$ cat src/rtl/core/pts_pkg.sv
// Shared types, codes and defaults for the priority task scheduler.
`default_nettype none
package pts_pkg;

  localparam int MAX_TASKS_DEF = 16;
  localparam int ID_BITS_DEF   = 8;
  localparam int LEVELS_DEF    = 3;

  localparam logic [2:0] CMD_CREATE = 3'd0;
  localparam logic [2:0] CMD_YIELD  = 3'd1;
  localparam logic [2:0] CMD_JOIN   = 3'd2;
  localparam logic [2:0] CMD_FINISH = 3'd3;
  localparam logic [2:0] CMD_START  = 3'd4;

  localparam logic [1:0] ST_OK      = 2'd0;
  localparam logic [1:0] ST_BADPRIO = 2'd1;
  localparam logic [1:0] ST_NORUN   = 2'd2;
  localparam logic [1:0] ST_FULL    = 2'd3;

  typedef struct packed {
    logic [2:0] command;
    logic [1:0] priority_req;
    logic [7:0] target_id;
  } req_t;

  typedef struct packed {
    logic [1:0] status;
    logic [7:0] new_id;
    logic [7:0] running_id;
    logic       running_valid;
  } rsp_t;

  typedef struct packed {
    logic       capture;
    logic       status_load;
    logic [1:0] status;
    logic       create;
    logic       push_run;
    logic       block;
    logic       scan_start;
    logic       scan_read;
    logic       scan_step;
    logic       scan_end;
    logic       disp_pop;
    logic       disp_load;
    logic       disp_clear;
    logic       resp_load;
  } ctl_t;

  typedef struct packed {
    logic [2:0] command;
    logic       run_valid;
    logic       create_bad;
    logic       create_full;
    logic       push_full;
    logic       blk_full;
    logic       scan_done;
    logic       any_ready;
    logic       res_busy;
  } sts_t;

endpackage
`default_nettype wire

$ cat src/rtl/core/pts_datapath.sv
// Ready queues, blocked list, running task and result register.
`default_nettype none
module pts_datapath #(
  parameter int MAX_TASKS = pts_pkg::MAX_TASKS_DEF,
  parameter int ID_BITS   = pts_pkg::ID_BITS_DEF,
  parameter int LEVELS    = pts_pkg::LEVELS_DEF
) (
  input  logic          clk,
  input  logic          rst,
  input  pts_pkg::req_t cmd_data,
  output pts_pkg::rsp_t res_data,
  output logic          res_valid,
  input  logic          res_ready,
  input  pts_pkg::ctl_t ctl,
  output pts_pkg::sts_t sts
);

  localparam int SB     = $clog2(MAX_TASKS);
  localparam int CB     = $clog2(MAX_TASKS + 1);
  localparam int LB     = $clog2(LEVELS);
  localparam int RDEPTH = LEVELS * MAX_TASKS;
  localparam int RA     = $clog2(RDEPTH);
  localparam int TOP    = (LEVELS - 1 < 2) ? LEVELS - 1 : 2;

  typedef struct packed {
    logic [ID_BITS-1:0] id;
    logic [LB-1:0]      prio;
    logic [7:0]         target;
  } blk_t;

  pts_pkg::req_t      req;
  logic [1:0]         status;
  logic [ID_BITS-1:0] given;
  logic [ID_BITS-1:0] next_id;
  logic [ID_BITS-1:0] run_id;
  logic [LB-1:0]      run_prio;
  logic               run_valid;
  logic [SB-1:0]      head [LEVELS];
  logic [CB-1:0]      cnt  [LEVELS];
  logic [ID_BITS-1:0] rmem [RDEPTH];
  logic [ID_BITS-1:0] rmem_q;
  blk_t               bmem [MAX_TASKS];
  blk_t               brd;
  logic [CB-1:0]      blk_count;
  logic [CB-1:0]      scan_i;
  logic [CB-1:0]      scan_w;
  logic [LB-1:0]      disp_lv;

  logic [LB-1:0]      creq_lv;
  logic               prio_ok;
  logic               release_ok;
  logic               any_ready;
  logic [LB-1:0]      top_lv;
  logic               wr_en;
  logic [LB-1:0]      wr_lv;
  logic [ID_BITS-1:0] wr_id;
  logic [SB:0]        tsum;
  logic [SB-1:0]      tslot;
  logic [RA-1:0]      wr_addr;
  logic [RA-1:0]      rd_addr;
  logic               bw_en;
  logic [SB-1:0]      bw_addr;
  blk_t               bw_data;
  logic [15:0]        run_ext;
  logic [15:0]        given_ext;

  assign creq_lv    = LB'(req.priority_req);
  assign prio_ok    = (req.priority_req != 2'd0) && (32'(req.priority_req) <= 32'(TOP));
  assign release_ok = (16'(brd.target) == 16'(run_id)) && (cnt[brd.prio] != CB'(MAX_TASKS));

  always_comb begin
    any_ready = 1'b0;
    top_lv    = '0;
    for (int l = LEVELS - 1; l >= 0; l--) begin
      if (cnt[l] != '0) begin
        any_ready = 1'b1;
        top_lv    = LB'(l);
      end
    end
  end

  always_comb begin
    wr_en = 1'b0;
    wr_lv = creq_lv;
    wr_id = next_id;
    if (ctl.create) begin
      wr_en = 1'b1;
    end else if (ctl.push_run) begin
      wr_en = 1'b1;
      wr_lv = run_prio;
      wr_id = run_id;
    end else if (ctl.scan_step && release_ok) begin
      wr_en = 1'b1;
      wr_lv = brd.prio;
      wr_id = brd.id;
    end
  end

  always_comb begin
    tsum = (SB + 1)'(head[wr_lv]) + (SB + 1)'(cnt[wr_lv]);
    if (32'(tsum) >= MAX_TASKS) begin
      tsum = tsum - (SB + 1)'(MAX_TASKS);
    end
    tslot = tsum[SB-1:0];
  end

  assign wr_addr = RA'(32'(wr_lv) * MAX_TASKS + 32'(tslot));
  assign rd_addr = RA'(32'(top_lv) * MAX_TASKS + 32'(head[top_lv]));

  always_ff @(posedge clk) begin
    if (wr_en) begin
      rmem[wr_addr] <= wr_id;
    end
    if (ctl.disp_pop) begin
      rmem_q <= rmem[rd_addr];
    end
  end

  always_comb begin
    bw_en   = 1'b0;
    bw_addr = blk_count[SB-1:0];
    bw_data = '{id: run_id, prio: run_prio, target: req.target_id};
    if (ctl.block) begin
      bw_en = 1'b1;
    end else if (ctl.scan_step && !release_ok) begin
      bw_en   = 1'b1;
      bw_addr = scan_w[SB-1:0];
      bw_data = brd;
    end
  end

  always_ff @(posedge clk) begin
    if (bw_en) begin
      bmem[bw_addr] <= bw_data;
    end
    if (ctl.scan_read) begin
      brd <= bmem[scan_i[SB-1:0]];
    end
  end

  always_ff @(posedge clk) begin
    if (rst) begin
      for (int l = 0; l < LEVELS; l++) begin
        head[l] <= '0;
        cnt[l]  <= '0;
      end
    end else begin
      for (int l = 0; l < LEVELS; l++) begin
        if (wr_en && wr_lv == LB'(l)) begin
          cnt[l] <= cnt[l] + CB'(1);
        end else if (ctl.disp_pop && top_lv == LB'(l)) begin
          cnt[l]  <= cnt[l] - CB'(1);
          head[l] <= (head[l] == SB'(MAX_TASKS - 1)) ? '0 : head[l] + SB'(1);
        end
      end
    end
  end

  always_ff @(posedge clk) begin
    if (ctl.capture) begin
      req   <= cmd_data;
      given <= '0;
    end
    if (ctl.status_load) begin
      status <= ctl.status;
    end
    if (ctl.create) begin
      given <= next_id;
    end
    if (ctl.disp_pop) begin
      disp_lv <= top_lv;
    end
  end

  always_ff @(posedge clk) begin
    if (rst) begin
      next_id   <= ID_BITS'(1);
      run_id    <= '0;
      run_prio  <= '0;
      run_valid <= 1'b0;
      blk_count <= '0;
      scan_i    <= '0;
      scan_w    <= '0;
    end else begin
      if (ctl.create) begin
        next_id <= next_id + ID_BITS'(1);
      end
      if (ctl.block) begin
        blk_count <= blk_count + CB'(1);
      end
      if (ctl.scan_start) begin
        scan_i <= '0;
        scan_w <= '0;
      end
      if (ctl.scan_step) begin
        scan_i <= scan_i + CB'(1);
        if (!release_ok) begin
          scan_w <= scan_w + CB'(1);
        end
      end
      if (ctl.scan_end) begin
        blk_count <= scan_w;
      end
      if (ctl.disp_load) begin
        run_id    <= rmem_q;
        run_prio  <= disp_lv;
        run_valid <= 1'b1;
      end else if (ctl.disp_clear) begin
        run_id    <= '0;
        run_prio  <= '0;
        run_valid <= 1'b0;
      end
    end
  end

  assign run_ext   = 16'(run_id);
  assign given_ext = 16'(given);

  always_ff @(posedge clk) begin
    if (ctl.resp_load) begin
      res_data.status        <= status;
      res_data.new_id        <= given_ext[7:0];
      res_data.running_id    <= run_valid ? run_ext[7:0] : 8'd0;
      res_data.running_valid <= run_valid;
    end
  end

  always_ff @(posedge clk) begin
    if (rst) begin
      res_valid <= 1'b0;
    end else if (ctl.resp_load) begin
      res_valid <= 1'b1;
    end else if (res_ready) begin
      res_valid <= 1'b0;
    end
  end

  assign sts.command     = req.command;
  assign sts.run_valid   = run_valid;
  assign sts.create_bad  = !prio_ok;
  assign sts.create_full = (next_id == '0) || (cnt[creq_lv] == CB'(MAX_TASKS));
  assign sts.push_full   = cnt[run_prio] == CB'(MAX_TASKS);
  assign sts.blk_full    = blk_count == CB'(MAX_TASKS);
  assign sts.scan_done   = scan_i == blk_count;
  assign sts.any_ready   = any_ready;
  assign sts.res_busy    = res_valid && !res_ready;

endmodule
`default_nettype wire

$ cat src/rtl/core/pts_ctrl.sv
// Command sequencer for the priority task scheduler.
`default_nettype none
module pts_ctrl (
  input  logic          clk,
  input  logic          rst,
  input  logic          cmd_valid,
  output logic          cmd_ready,
  input  pts_pkg::sts_t sts,
  output pts_pkg::ctl_t ctl
);

  localparam logic [2:0] S_IDLE     = 3'd0;
  localparam logic [2:0] S_DECODE   = 3'd1;
  localparam logic [2:0] S_SCAN_RD  = 3'd2;
  localparam logic [2:0] S_SCAN_CHK = 3'd3;
  localparam logic [2:0] S_DISP     = 3'd4;
  localparam logic [2:0] S_DISP_WR  = 3'd5;
  localparam logic [2:0] S_RESP     = 3'd6;

  logic [2:0] state;
  logic [2:0] state_next;

  assign cmd_ready = state == S_IDLE;

  always_comb begin
    ctl        = '0;
    state_next = state;
    case (state)
      S_IDLE: begin
        if (cmd_valid) begin
          ctl.capture = 1'b1;
          state_next  = S_DECODE;
        end
      end
      S_DECODE: begin
        ctl.status_load = 1'b1;
        ctl.status      = pts_pkg::ST_OK;
        state_next      = S_RESP;
        case (sts.command)
          pts_pkg::CMD_CREATE: begin
            if (sts.create_bad) begin
              ctl.status = pts_pkg::ST_BADPRIO;
            end else if (sts.create_full) begin
              ctl.status = pts_pkg::ST_FULL;
            end else begin
              ctl.create = 1'b1;
            end
          end
          pts_pkg::CMD_YIELD: begin
            if (!sts.run_valid) begin
              ctl.status = pts_pkg::ST_NORUN;
            end else if (sts.push_full) begin
              ctl.status = pts_pkg::ST_FULL;
            end else begin
              ctl.push_run = 1'b1;
              state_next   = S_DISP;
            end
          end
          pts_pkg::CMD_JOIN: begin
            if (!sts.run_valid) begin
              ctl.status = pts_pkg::ST_NORUN;
            end else if (sts.blk_full) begin
              ctl.status = pts_pkg::ST_FULL;
            end else begin
              ctl.block  = 1'b1;
              state_next = S_DISP;
            end
          end
          pts_pkg::CMD_FINISH: begin
            if (!sts.run_valid) begin
              ctl.status = pts_pkg::ST_NORUN;
            end else begin
              ctl.scan_start = 1'b1;
              state_next     = S_SCAN_RD;
            end
          end
          pts_pkg::CMD_START: begin
            if (!sts.run_valid) begin
              state_next = S_DISP;
            end
          end
          default: begin
            state_next = S_RESP;
          end
        endcase
      end
      S_SCAN_RD: begin
        if (sts.scan_done) begin
          ctl.scan_end = 1'b1;
          state_next   = S_DISP;
        end else begin
          ctl.scan_read = 1'b1;
          state_next    = S_SCAN_CHK;
        end
      end
      S_SCAN_CHK: begin
        ctl.scan_step = 1'b1;
        state_next    = S_SCAN_RD;
      end
      S_DISP: begin
        if (sts.any_ready) begin
          ctl.disp_pop = 1'b1;
          state_next   = S_DISP_WR;
        end else begin
          ctl.disp_clear = 1'b1;
          state_next     = S_RESP;
        end
      end
      S_DISP_WR: begin
        ctl.disp_load = 1'b1;
        state_next    = S_RESP;
      end
      S_RESP: begin
        if (!sts.res_busy) begin
          ctl.resp_load = 1'b1;
          state_next    = S_IDLE;
        end
      end
      default: begin
        state_next = S_IDLE;
      end
    endcase
  end

  always_ff @(posedge clk) begin
    if (rst) begin
      state <= S_IDLE;
    end else begin
      state <= state_next;
    end
  end

endmodule
`default_nettype wire

$ cat src/rtl/core/priority_task_scheduler_with_join.sv
// Top level of the strict-priority task scheduler with join.
//
// One command beat in (cmd_valid/cmd_ready, cmd_data) gives exactly one
// result beat out (res_valid/res_ready, res_data), in order.
// A command is taken only while the sequencer is idle; it then runs alone.
// Create, bad calls and start with a task running go from decode to the
// response step; yield, join and start dispatch the next ready task, or
// clear the running task when none is ready; finish first scans the
// blocked list, reading each entry and then checking and compacting it,
// and then dispatches. The next command is taken only after the last one
// has passed its response step, at the first edge that can also take the
// result beat.
// The result register lets the next command be taken while a result waits;
// a stalled receiver holds that command at its response step until the
// waiting beat leaves.
// Reset empties all ready queues and the blocked list, clears the running
// task and sets the next id to one; no clearing pass is needed.
`default_nettype none
module priority_task_scheduler_with_join #(
  parameter int MAX_TASKS = pts_pkg::MAX_TASKS_DEF,
  parameter int ID_BITS   = pts_pkg::ID_BITS_DEF,
  parameter int LEVELS    = pts_pkg::LEVELS_DEF
) (
  input  logic          clk,
  input  logic          rst,
  input  logic          cmd_valid,
  output logic          cmd_ready,
  input  pts_pkg::req_t cmd_data,
  output logic          res_valid,
  input  logic          res_ready,
  output pts_pkg::rsp_t res_data
);

  pts_pkg::ctl_t ctl;
  pts_pkg::sts_t sts;

  pts_ctrl u_ctrl (
    .clk       (clk),
    .rst       (rst),
    .cmd_valid (cmd_valid),
    .cmd_ready (cmd_ready),
    .sts       (sts),
    .ctl       (ctl)
  );

  pts_datapath #(
    .MAX_TASKS (MAX_TASKS),
    .ID_BITS   (ID_BITS),
    .LEVELS    (LEVELS)
  ) u_datapath (
    .clk       (clk),
    .rst       (rst),
    .cmd_data  (cmd_data),
    .res_data  (res_data),
    .res_valid (res_valid),
    .res_ready (res_ready),
    .ctl       (ctl),
    .sts       (sts)
  );

endmodule
`default_nettype wire

$ cat config.mk
export PLATFORM = sky130hd
export DESIGN_NAME = priority_task_scheduler_with_join
export DESIGN_NICKNAME = d
export VERILOG_FILES = /design/src/rtl/core/pts_pkg.sv /design/src/rtl/core/pts_datapath.sv /design/src/rtl/core/pts_ctrl.sv /design/src/rtl/core/priority_task_scheduler_with_join.sv
export SDC_FILE = /design/constraint.sdc
export NUM_CORES = 1
export LEC_CHECK = 0
export ABC_AREA = 1
export BUFFER_PORTS_ARGS = -buffer_cell sky130_fd_sc_hd__buf_4
export CORE_UTILIZATION = 45
export DETAILED_ROUTE_END_ITERATION = 7
export SLEW_MARGIN = 30
export SYNTH_ARGS = -nofsm -noshare
export SYNTH_HDL_FRONTEND = slang
export SYNTH_HIERARCHICAL = 1
export SYNTH_SLANG_ARGS = --single-unit
$ cat constraint.sdc
create_clock -name clk -period 14.3 [get_ports clk]
set_clock_uncertainty 0.05 [all_clocks]
set_input_delay 0 -clock clk [delete_from_list [all_inputs] [get_ports clk]]
set_output_delay 0 -clock clk [all_outputs]
set_load 0.01 [all_outputs]
* After elaboration in Yosys (flattened, before gate mapping)
Memory sizes are Yosys's and may differ from the RTL's. A register that Yosys moved wholly into a read port is not among the register bits.
Cells that the tools add are included.
** Storage, ports and cells
- Bits of input ports :: 17
- RAM bits :: 699
- Register bits :: 82
- Output and inout bits :: 21
- Word-level logic and storage cells :: 232
- Memories kept :: 4
** Operators by class
- $add $sub $neg :: 17
- Order comparisons :: 2
- Muxes and demuxes :: 127
- Bitwise gates (word level) :: 9
- Reductions and logical operators :: 29
- Equality and inequality tests :: 25
** Memory list
- u_datapath.rmem :: depth 48, bits a word 8, read ports 1, clocked after memory_dff 1, wr ports 1, RTL line pts_datapath.sv:40 : logic [ID_BITS-1:0] rmem [RDEPTH];
- u_datapath.bmem :: depth 16, bits a word 18, read ports 1, clocked after memory_dff 1, wr ports 1, RTL line pts_datapath.sv:42 : blk_t bmem [MAX_TASKS];
- u_datapath.cnt :: depth 3, bits a word 5, read ports 7, clocked after memory_dff 2, wr ports 3, RTL line pts_datapath.sv:39 : logic [CB-1:0] cnt [LEVELS];
- u_datapath.head :: depth 3, bits a word 4, read ports 5, clocked after memory_dff 0, wr ports 3, RTL line pts_datapath.sv:38 : logic [SB-1:0] head [LEVELS];
** Operator list (count)
- 5-bit 2-to-1 mux :: 13
- 1-bit 2-to-1 mux :: 64
- 8-bit 2-to-1 mux :: 7
- 2-bit 2-to-1 mux :: 24
- 18-bit 2-to-1 mux :: 2
- 4-bit 2-to-1 mux :: 9
- 5-bit by 1-bit adder with 5-bit output, second input constant :: 6
- 3-bit one-hot mux with 7 select lines :: 1
- 5-bit == test, second input constant :: 3
- 5-bit nonzero test :: 3
- 5-bit by 1-bit subtractor with 5-bit output, second input constant :: 3
- 4-bit by 1-bit adder with 4-bit output, second input constant :: 3
- 6-bit by 4-bit adder with 6-bit output :: 2
- 3-bit by 2-bit == test with 1-bit output, second input constant :: 4
- 3-bit == test, second input constant :: 4
- 4-bit == test, second input constant :: 3
- 3-bit 2-to-1 mux :: 4
- 3-bit one-hot mux with 4 select lines :: 1
- 2-bit nonzero test :: 6
- 1-bit logical AND :: 11
- 1-bit OR :: 9
- 8-bit by 1-bit adder with 8-bit output, second input constant :: 1
- 8-bit == test :: 1
- 8-bit zero test :: 1
- other kinds (17) :: 24

* Depth between registers and ports, before layout
Gate-level depths: netlist of the first run.
- Word-level depth :: 15
- Depth in mapped cells :: 26
- Mapped depth without buffers :: 25

* Modules after synthesis
Netlist of the first run, hierarchy kept.
** Modules (own cells, without submodules)
- pts_datapath :: area each 34237.8 um^2, times used 1, sequential area each 23872.9 um^2, cells an instance 2673
- pts_ctrl :: area each 409.1 um^2, times used 1, sequential area each 60.1 um^2, cells an instance 78

* Worst setup path after synthesis of the first run
Ideal clock, no wire load.
- Path kind :: register -> register
- From :: memory u_datapath/cnt[1][0] (netlist bit)
- To :: memory u_datapath/rmem[0][2] (netlist bit) (data pin)
- Arrival :: 4.951 ns
- Clock period less this slack :: 5.813 ns
- Setup time :: 0.812 ns
- Cell stages (with the launch flop) :: 12
- Path slack :: 8.487 ns
- Required time :: 13.438 ns
- Path buffers :: 1
- Cell sequence :: edfxtp_1 -> nor2_1 -> nand3_1 -> inv_1 -> a211oi_1 -> a21oi_1 -> inv_1 -> nand2_1 -> nor3_1 -> inv_1 -> clkbuf_1 -> o311ai_0
** RTL lines (RTL line)
- start, declared :: pts_datapath.sv:39
- end, declared :: pts_datapath.sv:40

==> results_dict.tcl, run 1 <==
set metrics [dict create \
    status "complete, no violations" \
    final_nets 2826 \
    fin_crit_ns 6.14 \
    die_y_um 279 \
    synth_fp_nets 2791 \
    fp.dieW_um 279 \
    critPathKind "flip-flop to flip-flop" \
    cts-buffers-inserted 84 \
    fillers 6453 \
    dr.pass1.iters 6 \
    clk_latency_ns 0.65 \
    grt_usage_pct 22.8 \
    core_um2 76100 \
    met2_length_um 41300 \
    grt_pass1_wl_um 133000 \
    wl_met1_um 39100 \
    synth_area_per_cell_um2 12.6 \
    grt_pass1_vias 21500 \
    setup_violations 0 \
    clk_path_buf_depth 3 \
    htree_levels 3 \
    yosys.area.top_type_share_pct 66.6 \
    dr.max_layer_used "met4" \
    intPower_mw 4.19 \
    cts_resized 0 \
    crit_required_ns 14.49 \
    switching_share_pct 28.0 \
    drive_gt1_share_pct 12.3 \
    routed_via_density 5.70 \
    dr.first_iter.drc_count 2395 \
    port_buffers 37 \
    place_inst 3710 \
    root_buffer "clkbuf_16" \
    worst_pin_slew_ns 0.947 \
    yosys_warnings 6 \
    yosysSeqAreaShare_pct 69.1 \
    slew_viol_final 0 \
    pwr-share-comb_pct 16.2 \
    yosysMostFrequentCell "edfxtp_1" \
    cpPeakStageDelay_ns 0.75 \
    grt_max_degree 119 \
    ys_ff_latch 811 \
    hold_viol 0 \
    synth_edf_count 769 \
    switching_power_mw 1.63 \
    rsz0062_at_grt "no" \
    crit_path_cell_trace "nor2_1 > nand3_1 > inv_1 > a211oi_1 > a21oi_1 > inv_1 > nand2_1 > nor3_1 > inv_1 > nor2_1 > nor2_1 > a21oi_4 > nand2_2 > o22ai_1 > a21oi_1 > ha_1 > fa_1 > xnor2_1 > inv_1 > nor2_1 > nand3_1 > nor2_1" \
    drv_cap 0 \
    start_util_pct 45.5 \
    whs_ns 0.0327 \
    yosys_most_used_dff "edfxtp_1" \
    p_per_area_nw_per_um2 149 \
    gp_congestion 0.886 \
    min_period_over_period_pct 42.9 \
    dieArea_um2 78100 \
    cts_sinks 811 \
    synth-async-reset-ratio_pct 0 \
    start_kind "flip-flop" \
    drc 0 \
    ant_nets 0 \
    arrival_ns 6.33 \
    ioPinCount 38 \
    layout.cells.non_filler 3883 \
    num_vias 22100 \
    hpwl_um 53000 \
    crit_slowest_cell "nor2_1" \
    synth_area_um2 34600 \
    synth_cells 2751 \
    p_seq_share_pct 47.3 \
    gr-total-overflow 0 \
    crit_top_cell "nor2_1" \
    synth.distinct_cells 56 \
    max_freq_mhz 163 \
    min_path_type "input port to flip-flop" \
    wire_per_inst_um 22.8 \
    netlist_top_cells_count "edfxtp_1, nand2_1, o211ai_1, nand3_1, inv_1" \
    area_growth_syn_to_layout_pct 12.6 \
    wl_met3_um 6080 \
    crit_path_max_fanout 13 \
    tns_ns 0 \
    netlist_top_cells_area "edfxtp_1, o211ai_1, nand3_1" \
    vdd_drop_max_mv 0.109 \
    regArea_um2 23900 \
    clk_pin_slew_ns 0.06 \
    cts_tree "built" \
    rows 101 \
    leakagePower_nw 12.7 \
    multi_input_area_um2 9490 \
    endpoint_kind "flip-flop" \
    clockPowerShare_pct 36.4 \
    total_power_mw 5.81 \
    antenna_found_initial 0 \
    slew_headroom_pct 36.7 \
    yosysTopAreaCell "edfxtp_1" \
    totalWireLength_um 88500 \
]
layer usage:
metal  vias to the layer above  track usage [%]
met4                         0             6.38
met1                     11000             32.6
met2                       813             36.3
li1                      10200                -
met3                       118             3.41
met5                         -                0
final cells by class:
class	count	share of cell area, %
inverter	203	1.97
sequential	811	61.3
tap	1030	3.30
clock buffer	103	5.60
antenna	1	0.00641
timing repair buffer	106	2.20
multi-input combinational	1580	24.3
clock inverter	49	1.27
kinds of logic (layout without fill, tap and decap cells):
logic type	Yosys count	in the layout	synth area share [%]
xor+xnor	20	20	0.506
mux	75	75	2.18
other cells	0	1	0
fa+ha+maj	23	23	0.896
flops	811	811	69.1
simple gates	859	859	12.3
buf+inv	360	461	4.16
compound gates	603	603	10.9
metrics by stage:
stage	setup WS (ns)	utilization, %	instance area [um^2]
after CTS	8.19	51.3	39000
after floorplan	8.49	-	34600
final	8.16	51.3	39000
after detailed placement	8.18	47.5	36100
after global placement	8.40	47.5	36100
after global routing	7.75	51.3	39000
worst paths after layout:
kind | startpoint | end | slack, ns | cells past startpoint
hold reg to reg | u_datapath/given[2]$_SDFFCE_PN0P_ | u_datapath/res_data[11]$_DFFE_PP_ | 0.37 | 0
hold / removal | cmd_data[4] | u_datapath/req[4]$_DFFE_PP_ | 0.03 | 2
setup reg to reg | u_datapath/cnt[1][0]$_SDFFCE_PN0P_ | u_datapath/rmem[41][2]$_DFFE_PP_ | 8.16 | 22
setup / recovery | u_datapath/cnt[1][0]$_SDFFCE_PN0P_ | u_datapath/rmem[41][2]$_DFFE_PP_ | 8.16 | 22
worst max-delay path, delay by kind of cell, from the launching register on:
family / cells / cell delay (ns)
and+or+nand+nor: 10 / 2.83
buffers and inverters: 4 / 0.63
DFF: 1 / 0.42
xor gates and xnor gates: 1 / 0.34
adders and majority gates: 2 / 0.70
AOI/OAI and AO/OA: 5 / 0.79
placed cells by master, fill, tap and decap left out, types with 39 or more instances in the layout:
| cell | synthesis | final |
|---|---|---|
| a21oi_1 | 122 | 121 |
| buf_4 | 5 | 83 |
| clkbuf_16 | 0 | 84 |
| dfxtp_1 | 42 | 39 |
| edfxtp_1 | 769 | 769 |
| inv_1 | 183 | 182 |
| mux2i_1 | 72 | 72 |
| nand2_1 | 238 | 236 |
| nand3_1 | 200 | 199 |
| nor2_1 | 182 | 166 |
| o211ai_1 | 212 | 212 |
| o21ai_0 | 178 | 172 |
| or2_1 | 123 | 123 |
state kept, by name (all words and copies together) (netlist names), 5 cells and up, named ones only:
register / cells
u_datapath/scan_w: 5
u_datapath/given: 8
u_datapath/next_id: 8
u_datapath/run_id: 8
u_datapath/res_data: 19
u_datapath/rmem_q: 8
u_datapath/head: 12
u_datapath/rmem: 384
u_datapath/bmem: 288
u_datapath/brd: 18
u_datapath/blk_count: 5
u_datapath/req: 8
u_datapath/scan_i: 5
u_datapath/cnt: 15
power by group through the flow:
stage	Sequential (mW)	Clock (mW)	Combinational, mW
floorplan	2.78	0	0.652
CTS	2.75	2.16	0.938
detailed placement	2.80	0	0.930
global route	2.76	2.25	1.03
global placement	2.80	0	0.912
finish	2.75	2.12	0.944
repair_timing:
action	4_1_cts	5_1_grt
buffers inserted	0	0
hold buffers	20	0
hold endpoints to repair	63	0
endpoints found under the setup margin	0	0
No activity file was read; power rests on OpenSTA's default activity.
==> run 2, diff against run 1 <==
--- a/config.mk
+++ b/config.mk
@@ -5,7 +5,7 @@
 export SDC_FILE = /design/constraint.sdc
 export NUM_CORES = 1
 export LEC_CHECK = 0
-export ABC_AREA = 1
+export ABC_AREA = 0
 export BUFFER_PORTS_ARGS = -buffer_cell sky130_fd_sc_hd__buf_4
 export CORE_UTILIZATION = 45
 export DETAILED_ROUTE_END_ITERATION = 7
==> constraint.sdc (replaced) <==
create_clock -name clk -period 5.8 [get_ports clk]
set_clock_uncertainty 0.05 [all_clocks]
set_input_delay 0 -clock clk [delete_from_list [all_inputs] [get_ports clk]]
set_output_delay 0 -clock clk [all_outputs]
set_load 0.01 [all_outputs]
==> run 2 against run 1 <==
  * Combinational power increased to 2.6 times the previous value
  * Final area increased by 0.31%
  * Non-clock buffer count increased by 89
  * Routed wire length decreased by 1.2%
  * Sequential share of layout area decreased by 0.18 points
  * Worst setup slack got worse by 7.8 ns
  * Clock power increased to 2.7 times the previous value
  * Power increased to 2.6 times the previous value
  * Fmax increased by 13%
  * Core utilization increased by 1.4 points
  * Global-route usage increased by 0.52 points
  * Sequential power increased by 150%
  * Critical endpoint is now u_datapath/rmem[9][3]$_DFFE_PP_
  * Highest routed layer is now met5
==> results_dict.tcl, run 2 <==
set metrics [dict create \
    fin_util_pct 52.7 \
    vdd_drop_max_mv 0.279 \
    multi_input_area_um2 9350 \
    fp.dieW_um 276 \
    fin_crit_ns 5.43 \
    critPathKind "flip-flop to flip-flop" \
    synth_fp_nets 2100 \
    yosysTopAreaCell "edfxtp_1" \
    crit_required_ns 6.10 \
    clk_latency_ns 0.65 \
    min_period_over_period_pct 93.6 \
    setup_violations 0 \
    layout.cells.non_filler 3266 \
    place_inst 3084 \
    totalWireLength_um 87400 \
    grt_max_degree 64 \
    p_seq_share_pct 45.6 \
    yosys.area.top_type_share_pct 68.4 \
    yosys_most_used_dff "edfxtp_1" \
    synth.distinct_cells 91 \
    leakagePower_nw 13.1 \
    num_vias 19700 \
    gr-usage-met2_pct 37.1 \
    layout_common_cells "edfxtp_1, buf_4, nor2_1, mux4_2, nand2_1" \
    max_freq_mhz 184 \
    gp_congestion 0.929 \
    total_power_mw 15.0 \
    start_util_pct 45.4 \
    r2r_slack_ns 0.37 \
    reg_top3 "u_datapath/rmem (384), u_datapath/bmem (288), u_datapath/res_data (19)" \
    netlist_top_cells_area "edfxtp_1, mux4_2, dfxtp_1" \
    cts_tree "built" \
    start_kind "flip-flop" \
    hold_viol 0 \
    clk_path_buf_depth 3 \
    pwr-share-comb_pct 16.3 \
    whs_ns 0.0373 \
    yosysSeqAreaShare_pct 70.9 \
    finish.instance_area_um2 39100 \
    use_met1_pct 33.1 \
    rr_startpoint "u_datapath/cnt[1][0]$_SDFFCE_PN0P_" \
    placed_cell_area_um2 35900 \
    largest_reg_flops 384 \
    r2r.worst_path.cells 19 \
    antenna_found_initial 1 \
    min_path_type "input port to flip-flop" \
    dieArea_um2 76100 \
    fillers 6021 \
    switching_power_mw 4.09 \
    clockPowerShare_pct 38.1 \
    crit_path_cell_trace "nor4_4 > a311oi_1 > a21oi_1 > nor4b_1 > and3_2 > mux2_2 > mux2i_1 > mux2_2 > buf_4 > nor2_1 > a21oi_1 > a21oi_1 > ha_1 > fa_1 > a21oi_2 > nand3_2 > buf_4 > nor2_1 > buf_4" \
    gr-total-overflow 0 \
    hpwl_um 55400 \
    yosysMostFrequentCell "edfxtp_1" \
    intPower_mw 10.9 \
    dr.first_iter.drc_count 2266 \
    area_growth_syn_to_layout_pct 16.0 \
    grt_pass1_vias 19400 \
    root_buffer "clkbuf_16" \
    crit_path_max_fanout 11 \
    slew_headroom_pct 33.1 \
    setup_slack_ns 0.373 \
    ys_ff_latch 811 \
    die_y_um 276 \
    cts-buffers-inserted 85 \
    ioPinCount 38 \
    status "complete, no violations" \
    endpoint_kind "flip-flop" \
    dr.pass1.iters 6 \
    switching_share_pct 27.4 \
    hold_path.startpoint "cmd_data[0]" \
    rsz0062_at_grt "no" \
    tns_ns 0 \
    grt_pass1_wl_um 129000 \
    worst_pin_slew_ns 0.989 \
    grt_busiest_layer "met2" \
    final_nets 2266 \
    rows 100 \
    grt_use_met3_pct 3.78 \
    routed_via_density 6.03 \
    regArea_um2 23900 \
    port_buffers 37 \
    clk_pin_slew_ns 0.06 \
    whs_endpoint "u_datapath/req[0]$_DFFE_PP_" \
    min_delay_path_depth 2 \
    drv_cap 0 \
    arrival_ns 5.73 \
    htree_levels 3 \
    place_ws_ns 0.137 \
    synth_area_per_cell_um2 16.4 \
    synth-async-reset-ratio_pct 0 \
    core_um2 74300 \
    r2r-end "u_datapath/rmem[9][3]$_DFFE_PP_" \
    drive_gt1_share_pct 22.8 \
    synth_area_um2 33700 \
    synth_edf_count 769 \
    yosys_warnings 6 \
    ant_nets 0 \
    regMostFlops "u_datapath/rmem" \
    netlist_top_cells_count "edfxtp_1, nor2_1, mux4_2, nand2_1, a21oi_1" \
    slew_viol_final 0 \
    drc 0 \
    layout_commonest_cell "edfxtp_1" \
    wire_per_inst_um 26.8 \
    synth_cells 2060 \
    p_per_area_nw_per_um2 382 \
    postCtsSetupBuffers 0 \
    cts_sinks 811 \
    cpPeakStageDelay_ns 0.61 \
    crit_slowest_cell "nor4_4" \
    grt_usage_pct 23.3 \
]
run 2: changes by cell type in the layout (fill, tap and decap cells not counted), sizes merged, moves of 86 or more:
cell and change:
mux4 +119, inv -176, nand2 -136, buf +86, o21ai -156, nand3 -182
o211ai -209, or2 -152
run 2: worst max-delay path by stage:
| stage | startpoint | to |
|---|---|---|
| finish | u_datapath/cnt[1][0]$_SDFFCE_PN0P_ | u_datapath/rmem[9][3]$_DFFE_PP_ |
| global route | u_datapath/cnt[0][0]$_SDFFCE_PN0P_ | u_datapath/rmem[41][7]$_DFFE_PP_ |
| CTS | u_datapath/next_id[0]$_SDFFE_PP1P_ | u_datapath/rmem[37][1]$_DFFE_PP_ |
| detailed placement | u_datapath/cnt[0][1]$_SDFFCE_PN0P_ | u_datapath/rmem[37][7]$_DFFE_PP_ |
| global placement | u_datapath/cnt[0][1]$_SDFFCE_PN0P_ | u_datapath/rmem[20][3]$_DFFE_PP_ |
| floorplan | u_datapath/next_id[0]$_SDFFE_PP1P_ | u_datapath/rmem[33][0]$_DFFE_PP_ |
run 2: layout make-up:
class                      instances  area share, %
inverter                          31          0.297
clock buffer                     101           5.69
timing repair buffer             195           3.96
antenna                            1        0.00639
clock inverter                    56           1.90
sequential                       811           61.2
tap                              969           3.10
multi-input combinational       1102           23.9
run 2: cell families after synthesis:
logic type	synth area share, %
compound gates	6.68
xor+xnor	1.09
fa+ha+maj	0.919
buf+inv	2.05
flops	70.9
mux	10.1
simple gates	8.29
run 2: layer usage:
metal | vias up | routed length (um)
met3 | 155 | 7270
met2 | 929 | 41400
li1 | 8539 | -
met4 | 2 | 2170
met1 | 10100 | 36500
met5 | - | 10
run 2: critical path: cells and delay by family (launching register included):
family                     cells  cell delay, ns
DFF                            1            0.48
AOI/OAI and AO/OA              5            0.95
and+or+nand+nor                6            1.41
buffers and inverters          3            0.62
muxes                          3            0.86
adders and majority gates      2            0.76
run 2: what timing repair did:
item | 4_1_cts | 5_1_grt
endpoints found under the setup margin | 0 | 384
endpoints found under the hold margin | 60 | 0
hold buffers | 23 | 0
resized for setup | 0 | 11
run 2: power by group through the flow:
stage          combinational (mW)  clock [mW]  sequential (mW)
2_1_floorplan                1.63           0             6.85
3_3_place_gp                 2.31           0             6.94
3_5_place_dp                 2.35           0             6.95
4_1_cts                      2.37        5.79             6.82
5_1_grt                      2.58        6.00             6.84
6_report                     2.43        5.70             6.83
